`src/hdl/submatrix_matrix_product_assert.svh`:
```
// Assertion macros for the top RTL file of the sub-block matrix product.
`ifndef SUBMATRIX_MATRIX_PRODUCT_ASSERT_SVH
`define SUBMATRIX_MATRIX_PRODUCT_ASSERT_SVH

// Check a property on every clock edge outside reset.
`define SMM_ASSERT(lbl, prop, msg) \
    lbl: assert property (@(posedge aclk) disable iff (!aresetn) prop) else $error(msg);

// Check a property on every clock edge, reset included.
`define SMM_ASSERT_ALWAYS(lbl, prop, msg) \
    lbl: assert property (@(posedge aclk) prop) else $error(msg);

`endif

```
`src/hdl/smm_ram.sv`:
```
`timescale 1ns / 1ps

module smm_ram #(
    parameter int WIDTH = 32,
    parameter int DEPTH = 64
) (
    input  logic                     aclk,
    input  logic                     wr_en,
    input  logic [$clog2(DEPTH)-1:0] wr_addr,
    input  logic [WIDTH-1:0]         wr_data,
    input  logic                     rd_en,
    input  logic [$clog2(DEPTH)-1:0] rd_addr,
    output logic [WIDTH-1:0]         rd_data
);

    logic [WIDTH-1:0] mem_reg [DEPTH];

    // Write port
    always_ff @(posedge aclk) begin
        if (wr_en) begin
            mem_reg[wr_addr] <= wr_data;
        end
    end

    // Registered read port
    always_ff @(posedge aclk) begin
        if (rd_en) begin
            rd_data <= mem_reg[rd_addr];
        end
    end

endmodule

```
`config.mk`:
```
export PLATFORM = sky130hd
export DESIGN_NAME = smm_ram
export DESIGN_NICKNAME = d
export VERILOG_FILES = /design/src/hdl/submatrix_matrix_product_assert.svh /design/src/hdl/smm_ram.sv
export SDC_FILE = /design/constraint.sdc
export NUM_CORES = 2
export LEC_CHECK = 0
export BUFFER_PORTS_ARGS = -buffer_cell sky130_fd_sc_hd__buf_2
export CORE_UTILIZATION = 45
export CTS_BUF_LIST = sky130_fd_sc_hd__clkbuf_16
export DETAILED_ROUTE_END_ITERATION = 8
export GPL_TIMING_DRIVEN = 0
export PLACE_DENSITY = 0.64
export RECOVER_POWER = 25
export SLEW_MARGIN = 20
export SYNTH_ARGS = -nofsm -noshare
export SYNTH_HDL_FRONTEND = slang
export SYNTH_SLANG_ARGS = --single-unit
```
`constraint.sdc`:
```
create_clock -name aclk -period 9.81 [get_ports aclk]
set_input_delay 0 -clock aclk [delete_from_list [all_inputs] [get_ports aclk]]
set_output_delay 0 -clock aclk [all_outputs]
set_load 0.1 [all_outputs]
```
=== After elaboration in Yosys (flattened, before gate mapping) ===
Memories as Yosys holds them, arrays and structs flattened. A register that Yosys moved wholly into a read port is not among the register bits.
Cells that the tools add are included.
W data, S select, Z words.

* Add/sub/neg operators: 0
* Multipliers: 0
* Divide/modulo/power cells: 0
* Order comparisons: 0
* Equality and inequality tests: 0
* Shift operators: 0
* Muxes and demuxes: 2
* Bitwise logic cells: 0
* Reduce and logical (&&, ||, !) cells: 0

{| class="wikitable"
|+ Operators by type and width
! operator !! number
|-
| $mux W1 || 2
|}

* Register bits after elaboration: 0
* Latch bits: 0
* RAM bits: 2048
* Bits in read-only memories: 0
* Output and inout bits: 32
* Memories kept: 1

{| class="wikitable"
|+ Memory list
! name !! words !! bits a word !! rd ports !! clocked after Yosys merged registers in !! write ports !! line !! source
|-
| mem_reg || 64 || 32 || 1 || 1 || 1 || smm_ram.sv:16 || <nowiki>logic [WIDTH-1:0] mem_reg [DEPTH];</nowiki>
|}

=== Depth between registers and ports, before layout ===
* Depth after elaboration: 2
* Gate-level depth with buffers: 10
* Mapped depth without buffers: 5

=== Worst setup path before layout ===
No wires, ideal clock.

* Path kind: input to register
* Start: in wr_addr[3]
* End: mem mem_reg[48][0] (enable)
* Library setup time: 0.461 ns
* Arrival time: 2.699 ns
* Required time: 9.349 ns
* Setup slack: 6.650 ns
* Cell stages on the path: 4
* Path buffers: 1
* Cell sequence: clkbuf_1 -> nor2b_1 -> nand4b_1 -> nor3_1

{| class="wikitable"
|+ RTL lines
! element !! line !! source
|-
| start: declaration || smm_ram.sv:9 || <nowiki>input logic [$clog2(DEPTH)-1:0] wr_addr,</nowiki>
|-
| end: declaration || smm_ram.sv:16 ||
|}

Straight into the memory's write port.

==> results.sh <==
export IMPL_ios=79
export IMPL_cts_buffers=198
export IMPL_power_uw=18500
export IMPL_grt_max_degree=65
export IMPL_critical_path_arrival_ns=4.62
export IMPL_cts_path_max_buffers=3
export IMPL_max_slew_margin_rel_pct=-133
export IMPL_crit_chain="buf_2 > buf_2 > buf_2 > clkbuf_1 > buf_2 > mux2i_1 > a21oi_1 > a21oi_1 > nor2_1"
export IMPL_syn_area_per_cell_um2=23.7
export IMPL_grt_pass1_vias=38758
export IMPL_yosysSeqAreaShare_pct=79.2
export IMPL_irDropWorstVdd_mv=0.198
export IMPL_fillers=12944
export IMPL_ys_ff_latch=2080
export IMPL_fin_util_pct=53.0
export IMPL_crit_path_end_kind="flip-flop"
export IMPL_die_w_um=421
export IMPL_hold_class="in -> reg"
export IMPL_rsz0062_at_grt="no"
export IMPL_ys_types=33
export IMPL_syn_instance_count=3324
export IMPL_cp_top_family="buffers and inverters"
export IMPL_drive_above_1_share_pct=29.7
export IMPL_slew_violations=1520
export IMPL_wl_per_cell_um=38.5
export IMPL_synth_edf_count=2080
export IMPL_row_count=153
export IMPL_synthArstFlopShare_pct=0
export IMPL_setup_viol=0
export IMPL_powerDensity_nw_per_um2=201
export IMPL_fin_skew_ns=0.0333
export IMPL_firstDrtPassIters=7
export IMPL_clkTransAtPathRegs_ns=0.06
export IMPL_routed_wl_um=241000
export IMPL_min_period_ns=4.09
export IMPL_clock_latency_ns=0.85
export IMPL_antenna_found_initial=8
export IMPL_syn_cell_area_um2=78800
export IMPL_critPathMaxStageDelay_ns=0.97
export IMPL_seq_area_um2=62500
export IMPL_start_util_pct=45.3
export IMPL_cp_num_buf_inv=5
export IMPL_crit_top_cell="buf_2"
export IMPL_portBuffers=70
export IMPL_failed_checks="capacitance limit, slew limit"
export IMPL_fp_dieH_um=421
export IMPL_largest_register_ffs=2048
export IMPL_yosys_warnings=0
export IMPL_critPathRequiredTime_ns=10.34
export IMPL_p_leak_uw=0.0288
export IMPL_cts_tree="yes"
export IMPL_crit_slowest_cell="clkbuf_1"
export IMPL_cp_start_kind="input pin"
export IMPL_grt_use_total_pct=27.5
export IMPL_grt_pass1_wl_um=324000
export IMPL_path_class="in -> reg"
export IMPL_syn_nets=3371
export IMPL_multiInputGateArea_um2=16000
export IMPL_hold_viol=0
export IMPL_max_cap_violations=24
export IMPL_drcViolationCount=0
export IMPL_min_period_over_period_pct=41.7
export IMPL_dieArea_um2=177000
export IMPL_cts_sink_count=2080
export IMPL_ys_flop_type="edfxtp_1"
export IMPL_area_growth_pct=17.0
export IMPL_hpwl_um=155000
export IMPL_cts_root_buf="clkbuf_16"
export IMPL_cts_resized=0
export IMPL_drt_iter0_drc=6870
export IMPL_finalSetupTns_ns=0
export IMPL_route_detailed_vias_per_inst=6.40
export IMPL_overflow=0
export IMPL_nets=3818
export IMPL_crit_path_max_fanout=10
export IMPL_gp_congestion=0.867
export IMPL_status="finished with violations"
export IMPL_drtAntennaViolNets=0
export IMPL_core_um2=174000
export IMPL_htreeDepth=4
export IMPL_clock_fmax_mhz=244
export IMPL_tightest_slew_ns=3.49
export IMPL_dr_total_vias=40036
==> synthesized netlist by cell type (2+ instances only) <==
| master | n | share of area, % |
|---|---|---|
| a21oi_1 | 62 | 0.39 |
| a22oi_1 | 12 | 0.11 |
| a311oi_1 | 8 | 0.089 |
| a41o_1 | 4 | 0.051 |
| and2_1 | 2 | 0.016 |
| and3_1 | 4 | 0.032 |
| buf_1 | 21 | 0.10 |
| buf_2 | 57 | 0.36 |
| buf_4 | 25 | 0.24 |
| buf_6 | 5 | 0.071 |
| clkbuf_1 | 74 | 0.35 |
| edfxtp_1 | 2080 | 79 |
| mux2i_1 | 93 | 1.2 |
| mux4_2 | 544 | 16 |
| nand2_1 | 26 | 0.12 |
| nand2b_1 | 8 | 0.063 |
| nand3_1 | 5 | 0.032 |
| nand3b_1 | 5 | 0.048 |
| nand4_1 | 2 | 0.016 |
| nor2_1 | 137 | 0.65 |
| nor2b_1 | 15 | 0.12 |
| nor3_1 | 7 | 0.044 |
| o221ai_1 | 27 | 0.30 |
| o22ai_1 | 84 | 0.67 |
| o32ai_1 | 4 | 0.044 |
| or3_1 | 3 | 0.024 |
| or3b_1 | 2 | 0.022 |
| or3b_2 | 3 | 0.033 |
==> worst paths after layout <==
kind              startpoint              end  slack, ns  cells past startpoint
min               wr_addr[0]  mem_reg[55][20]       0.09                      3
max               rd_addr[1]      rd_data[11]       5.72                      9
max reg2reg  mem_reg[29][18]      rd_data[18]       6.94                      4
min reg2reg  mem_reg[13][20]      rd_data[20]       0.98                      4
==> through the flow <==
step / cells / cell area, µm² / setup WS, ns / hold slack [ns]
after global routing: 6254 / 92300 / 5.88 / 0.101
after floorplan: 3324 / 78800 / 6.65 / 0.0989
final: 6255 / 92300 / 5.72 / 0.0852
after detailed placement: 5858 / 85700 / 5.05 / 0.326
after global placement: 5719 / 82100 / 2.27 / 0.625
after CTS: 6250 / 92300 / 5.92 / 0.00589
==> worst min-delay path, stage by stage <==
cell and delay [ns]:
buf_2 0.17, nand4_1 0.33, nor2_4 0.20
==> layer usage <==
layer	vias up	GRT usage, %	part of all wire, %
met2	2838	42.7	47
met5	-	0	0.0095
met4	4	13.0	5.5
li1	15200	-	-
met3	543	7.37	12
met1	21451	36.2	35
==> what timing repair did <==
action	4_1_cts	5_1_grt
setup buffers	0	0
hold buffers	35	2
hold endpoints to repair	1730	128
==> placed cells by master, fill, tap and decap left out, types with 41 or more instances in the layout <==
cell and n:
a21oi_1 62, buf_12 68, buf_16 55, buf_2 98
buf_4 41, clkbuf_1 88, clkbuf_16 204, clkinv_1 47
edfxtp_1 2080, inv_1 44, mux2i_1 93, mux4_2 544
nor2_1 75, nor2_4 62, o22ai_1 84
==> where the power goes <==
part / internal (µW) / total (µW) / switching (µW)
clock network: 4220 / 7500 / 3280
logic: 343 / 1130 / 784
registers: 9870 / 9890 / 16.8
total: 14400 / 18500 / 4080
==> final cells by class <==
type                    count  share of cell area, %
clock inverters           153                   1.28
flip-flops and latches   2080                   67.7
repair buffers            247                   4.03
plain buffers             182                  0.983
diodes                      2                0.00542
clock buffers             204                   5.53
well taps                2325                   3.15
multi-input cells        1062                   17.3
==> cell families (layout without fill, tap and decap cells) <==
group                  after synthesis  in the layout  share of synthesized area, %
buffers and inverters              182            786                          1.12
flip-flops                        2080           2080                          79.2
other                                0              2                             0
AND/OR/NAND/NOR                    223            223                          1.26
multiplexers                       637            637                          16.7
AO/OA/AOI/OAI                      202            202                          1.67
Note: power is estimated with default switching activity, not from simulation.
