**src/hdl/submatrix_matrix_product_assert.svh**
```systemverilog
// Assertion macros for the top RTL file of the sub-block matrix product.
`ifndef SUBMATRIX_MATRIX_PRODUCT_ASSERT_SVH
`define SUBMATRIX_MATRIX_PRODUCT_ASSERT_SVH

// Check a property on every clock edge outside reset.
`define SMM_ASSERT(lbl, prop, msg) \
    lbl: assert property (@(posedge aclk) disable iff (!aresetn) prop) else $error(msg);

// Check a property on every clock edge, reset included.
`define SMM_ASSERT_ALWAYS(lbl, prop, msg) \
    lbl: assert property (@(posedge aclk) prop) else $error(msg);

`endif

```
**src/hdl/smm_pkg.sv**
```systemverilog
`timescale 1ns / 1ps

package smm_pkg;

    // Port widths
    localparam int S_TDATA_W = 40;
    localparam int S_TUSER_W = 2;
    localparam int M_TDATA_W = 40;
    localparam int M_TUSER_W = 1;
    localparam int CFG_IDX_W = 3;
    localparam int CFG_DATA_W = 4;

    // Field widths
    localparam int POS_W = 3;
    localparam int CNT_W = 4;
    localparam int VAL_W = 32;
    localparam int PROD_W = 64;
    localparam int ACC_W = 68;

    // Request kinds
    localparam logic [1:0] REQ_LOAD_A = 2'd0;
    localparam logic [1:0] REQ_LOAD_B = 2'd1;
    localparam logic [1:0] REQ_COMPUTE = 2'd2;

    // Configuration register indexes
    localparam logic [CFG_IDX_W-1:0] CFG_A_ROW_START = 3'd0;
    localparam logic [CFG_IDX_W-1:0] CFG_A_COL_START = 3'd1;
    localparam logic [CFG_IDX_W-1:0] CFG_B_ROW_START = 3'd2;
    localparam logic [CFG_IDX_W-1:0] CFG_B_COL_START = 3'd3;
    localparam logic [CFG_IDX_W-1:0] CFG_PROD_ROWS = 3'd4;
    localparam logic [CFG_IDX_W-1:0] CFG_PROD_COLS = 3'd5;
    localparam logic [CFG_IDX_W-1:0] CFG_INNER_COUNT = 3'd6;

    // Sequencer states
    typedef enum logic [2:0] {
        ST_IDLE,
        ST_RUN,
        ST_DRAIN,
        ST_ROUND,
        ST_SEND
    } state_t;

    // Control from the sequencer to the multiply-accumulate unit
    typedef struct packed {
        logic clear;
        logic term_vld;
    } mac_ctrl_t;

endpackage

```
**src/hdl/smm_mac.sv**
```systemverilog
`timescale 1ns / 1ps

module smm_mac (
    input  logic                              aclk,
    input  logic                              aresetn,
    input  smm_pkg::mac_ctrl_t                ctrl,
    input  logic signed [smm_pkg::VAL_W-1:0]  a_data,
    input  logic signed [smm_pkg::VAL_W-1:0]  b_data,
    output logic                              busy,
    output logic signed [smm_pkg::VAL_W-1:0]  result
);

    import smm_pkg::*;

    localparam int RND_LSB = 16;

    logic signed [PROD_W-1:0] prod_reg;
    logic                     prod_vld_reg;
    logic signed [ACC_W-1:0]  acc_reg;
    logic signed [ACC_W-1:0]  acc_rnd;
    logic                     fits;

    // Multiply stage
    always_ff @(posedge aclk) begin
        if (!aresetn) begin
            prod_vld_reg <= 1'b0;
        end else begin
            prod_vld_reg <= ctrl.term_vld;
        end
        prod_reg <= a_data * b_data;
    end

    // Accumulate stage, exact sum of Q32.32 terms
    always_ff @(posedge aclk) begin
        if (ctrl.clear) begin
            acc_reg <= '0;
        end else if (prod_vld_reg) begin
            acc_reg <= acc_reg + {{(ACC_W-PROD_W){prod_reg[PROD_W-1]}}, prod_reg};
        end
    end

    assign busy = prod_vld_reg;

    // Round half up to Q16.16, then saturate to 32 bits
    always_comb begin
        acc_rnd = acc_reg + ACC_W'(1 << (RND_LSB - 1));
        fits = (&acc_rnd[ACC_W-1:RND_LSB+VAL_W-1]) || !(|acc_rnd[ACC_W-1:RND_LSB+VAL_W-1]);
        if (fits) begin
            result = acc_rnd[RND_LSB+VAL_W-1:RND_LSB];
        end else if (acc_rnd[ACC_W-1]) begin
            result = {1'b1, {(VAL_W-1){1'b0}}};
        end else begin
            result = {1'b0, {(VAL_W-1){1'b1}}};
        end
    end

endmodule

```
**config.mk**
```make
export PLATFORM = sky130hd
export DESIGN_NAME = smm_mac
export DESIGN_NICKNAME = d
export VERILOG_FILES = /design/src/hdl/submatrix_matrix_product_assert.svh /design/src/hdl/smm_pkg.sv /design/src/hdl/smm_mac.sv
export SDC_FILE = /design/constraint.sdc
export NUM_CORES = 2
export LEC_CHECK = 0
export BUFFER_PORTS_ARGS = -buffer_cell sky130_fd_sc_hd__buf_4
export CORE_MARGIN = 8
export CORE_UTILIZATION = 38
export CTS_CLUSTER_DIAMETER = 80
export CTS_CLUSTER_SIZE = 30
export DETAILED_ROUTE_END_ITERATION = 8
export SYNTH_ARGS = -nofsm -noshare
export SYNTH_HDL_FRONTEND = slang
export SYNTH_SLANG_ARGS = --single-unit
```
**constraint.sdc**
```tcl
create_clock -name aclk -period 24.3 [get_ports aclk]
set_clock_uncertainty 0.15 [all_clocks]
set_input_delay 2.43 -clock aclk [delete_from_list [all_inputs] [get_ports aclk]]
set_output_delay 2.43 -clock aclk [all_outputs]
set_load 0.02 [all_outputs]
```
* Yosys cells after proc, flatten, opt, wreduce, memory -nomap -nowiden
Index checks and enable logic that the tools add are counted.
Word-level totals: bits in registers 133, input bits 68, output and inout port bits 33, logic and storage cells 12
Operators by class: add/subtract/negate cells 2, multipliers 1, multiplexer cells 2, reductions and logical operators 4
Operator list (number):
- $add A68 B17 Y68 const B | 1
- $add A68 B68 Y68 | 1
- $mul A32 B32 Y64 | 1
- $mux W32 | 2
- $reduce_and A21 Y1 | 1
- $reduce_or A21 Y1 | 1
- $logic_not A1 Y1 | 1
- $logic_or A1 B1 Y1 | 1

* Logic depth before layout (Yosys ltp)
depth in word-level cells 5, gate-level depth with buffers 30, gate-level depth less buffers 28

* Worst setup path after synthesis
OpenSTA, ideal clock, no wires.
path type input to register, from in a_data[31] in the netlist's numbering, to reg prod_reg[56], setup time 0.127 ns, arrival 9.604 ns, data required time 24.023 ns, setup slack 14.419 ns, stages 23, buffers on the path 2, cells stage by stage clkbuf_1 > nand2_1 > inv_1 > fa_1 > fa_1 > fa_1 > fa_1 > fa_1 > fa_1 > fa_1 > fa_1 > ha_1 > clkbuf_1 > a2111o_1 > a31oi_1 > o31ai_1 > a221o_1 > nand2_1 > nand3_1 > a211o_1 > a2111oi_0 > nor3_1 > xor2_1
On the way: cells in the longest elaborated chain, start to end 1
RTL lines:
- from (decl) | RTL line smm_mac.sv:7 | input logic signed [smm_pkg::VAL_W-1:0] a_data,
- $mul A32 B32 Y64 | RTL line smm_mac.sv:30 | prod_reg <= a_data * b_data;
- to (signal assigned) | RTL line smm_mac.sv:30
- to (decl) | RTL line smm_mac.sv:17 | logic signed [PROD_W-1:0] prod_reg;
Every way passes these cells. A chain may end at the register's enable or synchronous reset.

* Worst setup path in the final report
from in b_data[31] in the netlist's numbering, to reg prod_reg[56]
On the way: cells in the longest elaborated chain, start to end 1
RTL lines:
- from (decl) | RTL line smm_mac.sv:8 | input logic signed [smm_pkg::VAL_W-1:0] b_data,
- $mul A32 B32 Y64 | RTL line smm_mac.sv:30
Every way passes these cells.

==> reports/metrics.yaml <==
final_layout:
  syn_to_final_growth_pct: 5.121
  final_cell_area_um2: 47690
  multi_input_area_um2: 37750
  largest_reg_flops: 68
  fin_nets: 6283
  fillerInstances: 11871
  seq_area_um2: 2666
  fin_util_pct: 40.34
  layout-drive-gt1-share_pct: 3.986
clock_tree:
  cts_buffer_depth: 2
  ctsHtreeMaxLevel: 4
  cts_hold_buf: 0
  cts_made_buffers: 17
  clkLatencyLatePin_ps: 450
  postCtsSetupBuffers: 0
  cts_tree: "yes"
  cts_resized: 0
  path_clk_slew_ps: 60
  cts_root_buf: "clkbuf_16"
  cts.sink_count: 133
floorplanning:
  die_w_um: 361.5
  die_area_um2: 130700
  dieHeight_um: 361.5
  core_um2: 118200
  io_pins: 101
  floorplan.initialDensity_pct: 38.37
  row_count: 126
detailed_routing:
  drt-pass1-iter-count: 5
  drt_wl_total_mm: 119.4
  antenna_left: 0
  avgRoutedWirePerCell_um: 18.57
  drc: 0
  via_per_inst: 5.116
  num_vias: 32898
  drt_iter0_markers: 1987
worst_setup_path:
  critPathKind: "input port to flop"
  cp-end-kind: "flop"
  worstPathMaxFanout: 25
  arrival_ps: 10390
  worstPathRequired_ps: 24460
  critPathLaunchType: "input port"
grt:
  antenna_found_initial: 1
  grt_pass1_vias: 35469
  grt_util_all_layers_pct: 18.55
  grt_max_degree: 69
  grt_pass1_wl_mm: 196.8
  grt_overflow: 0
timing:
  fmax_mhz: 97.82
  setup_slack_ps: 14080
  relSlewSlack_pct: 26.26
  finalCriticalPeriod_ps: 10220
  hold_viol_final: 0
  setup_viol: 0
  timing.final.crit_share_pct: 42.07
  tns_ps: 0
  max_slew.worst_pin.slew_ps: 1106
  report.final.slew_viol_count: 0
  rsz0062_at_grt: "false"
place:
  placed_cell_area_um2: 47070
  dp_hpwl_mm: 97.24
  place.gp.congestion: 0.8615
  portBuffers: 100
  dp_worst_setup_slack_ps: 13660
synth:
  ys_seq_area_share_pct: 5.869
  syn_area_um2: 45370
  syn_nets: 6423
  yosysTopAreaCellShare_pct: 47.79
  yosysWarnings: 0
  syn_inst: 5020
  synth_edf_count: 0
  synthTopCellsByArea: "fa_1 48%, inv_1 8.7%, and2_1 7.1%, ha_1 6.9%, dfxtp_1 5.9%"
  postSynth.asyncResetShare_pct: 0
  synthFlopType: "dfxtp_1"
  synthDistinctLibCells: 86
  syn_area_per_cell_um2: 9.038
  ys_ff_latch: 133
  yosysTopAreaCell: "fa_1"
hold_path:
  min-delay-path-class: "flop to flop"
flow_run:
  maxCapViolations: 0
run_status:
  status: "finished, final reports clean"
## worst max-delay path, cell delays in order
cell and delay (ps):
buf_4 180, inv_1 810, nor2_1 160, fa_1 540
fa_1 430, fa_1 530, fa_1 470, fa_1 590
fa_1 460, fa_1 510, fa_1 410, ha_1 400
a2111o_1 440, a31oi_1 150, o31ai_1 150, a221o_1 330
nand2_1 100, nand3_1 150, a211o_1 350, a2111oi_0 460
nor3_1 130, xor2_1 160
## logic make-up after synthesis
logic type / Yosys count / synth area share, %
compound gates: 542 / 7.940
mux: 38 / 0.8412
buf+inv: 1316 / 10.96
fa+ha+maj: 1335 / 54.74
flops: 133 / 5.869
simple gates: 1492 / 16.49
xor+xnor: 164 / 3.166
## metal layers
metal / global-route usage, % / vias up / part of all wire, %
li1: - / 14852 / -
met1: 27.11 / 16948 / 48
met3: 2.823 / 109 / 6.7
met2: 29.40 / 989 / 44
met5: 0 / - / 0
met4: 3.365 / 0 / 1.5
## per-stage QoR
stage	instances	hold slack, ps
after CTS	6428	321.0
after global routing	6428	357.4
after global placement	6397	303.7
after detailed placement	6397	314.0
after floorplan	5020	294.7
final	6430	319.9
## cells in the final DEF (no fill, tap or decap), types with 6 or more instances in the layout
cell type / Yosys / final
nand4_1: 44 / 44
buf_4: 2 / 105
a31o_2: 6 / 6
o21bai_1: 27 / 27
o21ai_0: 66 / 66
nand2b_1: 16 / 16
a211oi_1: 23 / 23
clkbuf_16: 0 / 17
a31oi_1: 27 / 26
and3_1: 29 / 29
a21o_1: 84 / 84
o31ai_1: 12 / 12
ha_1: 252 / 252
mux2i_1: 37 / 37
fa_1: 1083 / 1083
dfxtp_1: 133 / 132
o211ai_1: 9 / 9
xnor2_1: 103 / 103
a21boi_0: 6 / 6
nor2_1: 143 / 143
xor2_1: 61 / 61
a21oi_2: 30 / 30
nor2b_1: 9 / 9
nand3_1: 51 / 51
and2_1: 514 / 514
nor3_1: 24 / 24
a2111oi_0: 7 / 7
nand2_1: 614 / 614
o21a_1: 15 / 15
nor4_1: 8 / 8
and4_1: 7 / 7
or3_1: 7 / 7
o21ai_1: 13 / 13
a21oi_1: 161 / 161
inv_1: 1052 / 1052
## worst paths after layout
kind | from | endpoint | slack [ps] | cells after the start
setup reg to reg | acc_reg[0] | acc_reg[66] | 19660 | 13
hold reg to reg | acc_reg[4] | acc_reg[4] | 320 | 2
setup / recovery | b_data[31] | prod_reg[56] | 14080 | 22
hold / removal | acc_reg[4] | acc_reg[4] | 320 | 2
## synthesized netlist by cell type (29+ instances only)
| cell type | count |
|---|---|
| mux2i_1 | 37 |
| and2_1 | 514 |
| nand4_1 | 44 |
| nand3_1 | 51 |
| dfxtp_1 | 133 |
| a21o_1 | 84 |
| fa_1 | 1083 |
| and3_1 | 29 |
| inv_1 | 1052 |
| clkbuf_1 | 250 |
| xor2_1 | 61 |
| nor2_1 | 143 |
| ha_1 | 252 |
| a21oi_1 | 161 |
| xnor2_1 | 103 |
| nand2_1 | 614 |
| o21ai_0 | 66 |
| a21oi_2 | 30 |
## area by class of cell
class	instances	area share, %
Sequential cell	133	5.591
Multi-Input combinational cell	3571	79.15
Clock inverter	13	0.3647
Inverter	1052	8.280
Timing Repair Buffer	105	1.653
Clock buffer	18	0.9208
Tap cell	1536	4.030
Antenna cell	2	0.01049
Power is not shown: default switching activity piles up to over one toggle a cycle in this logic, so the estimate is an artifact.
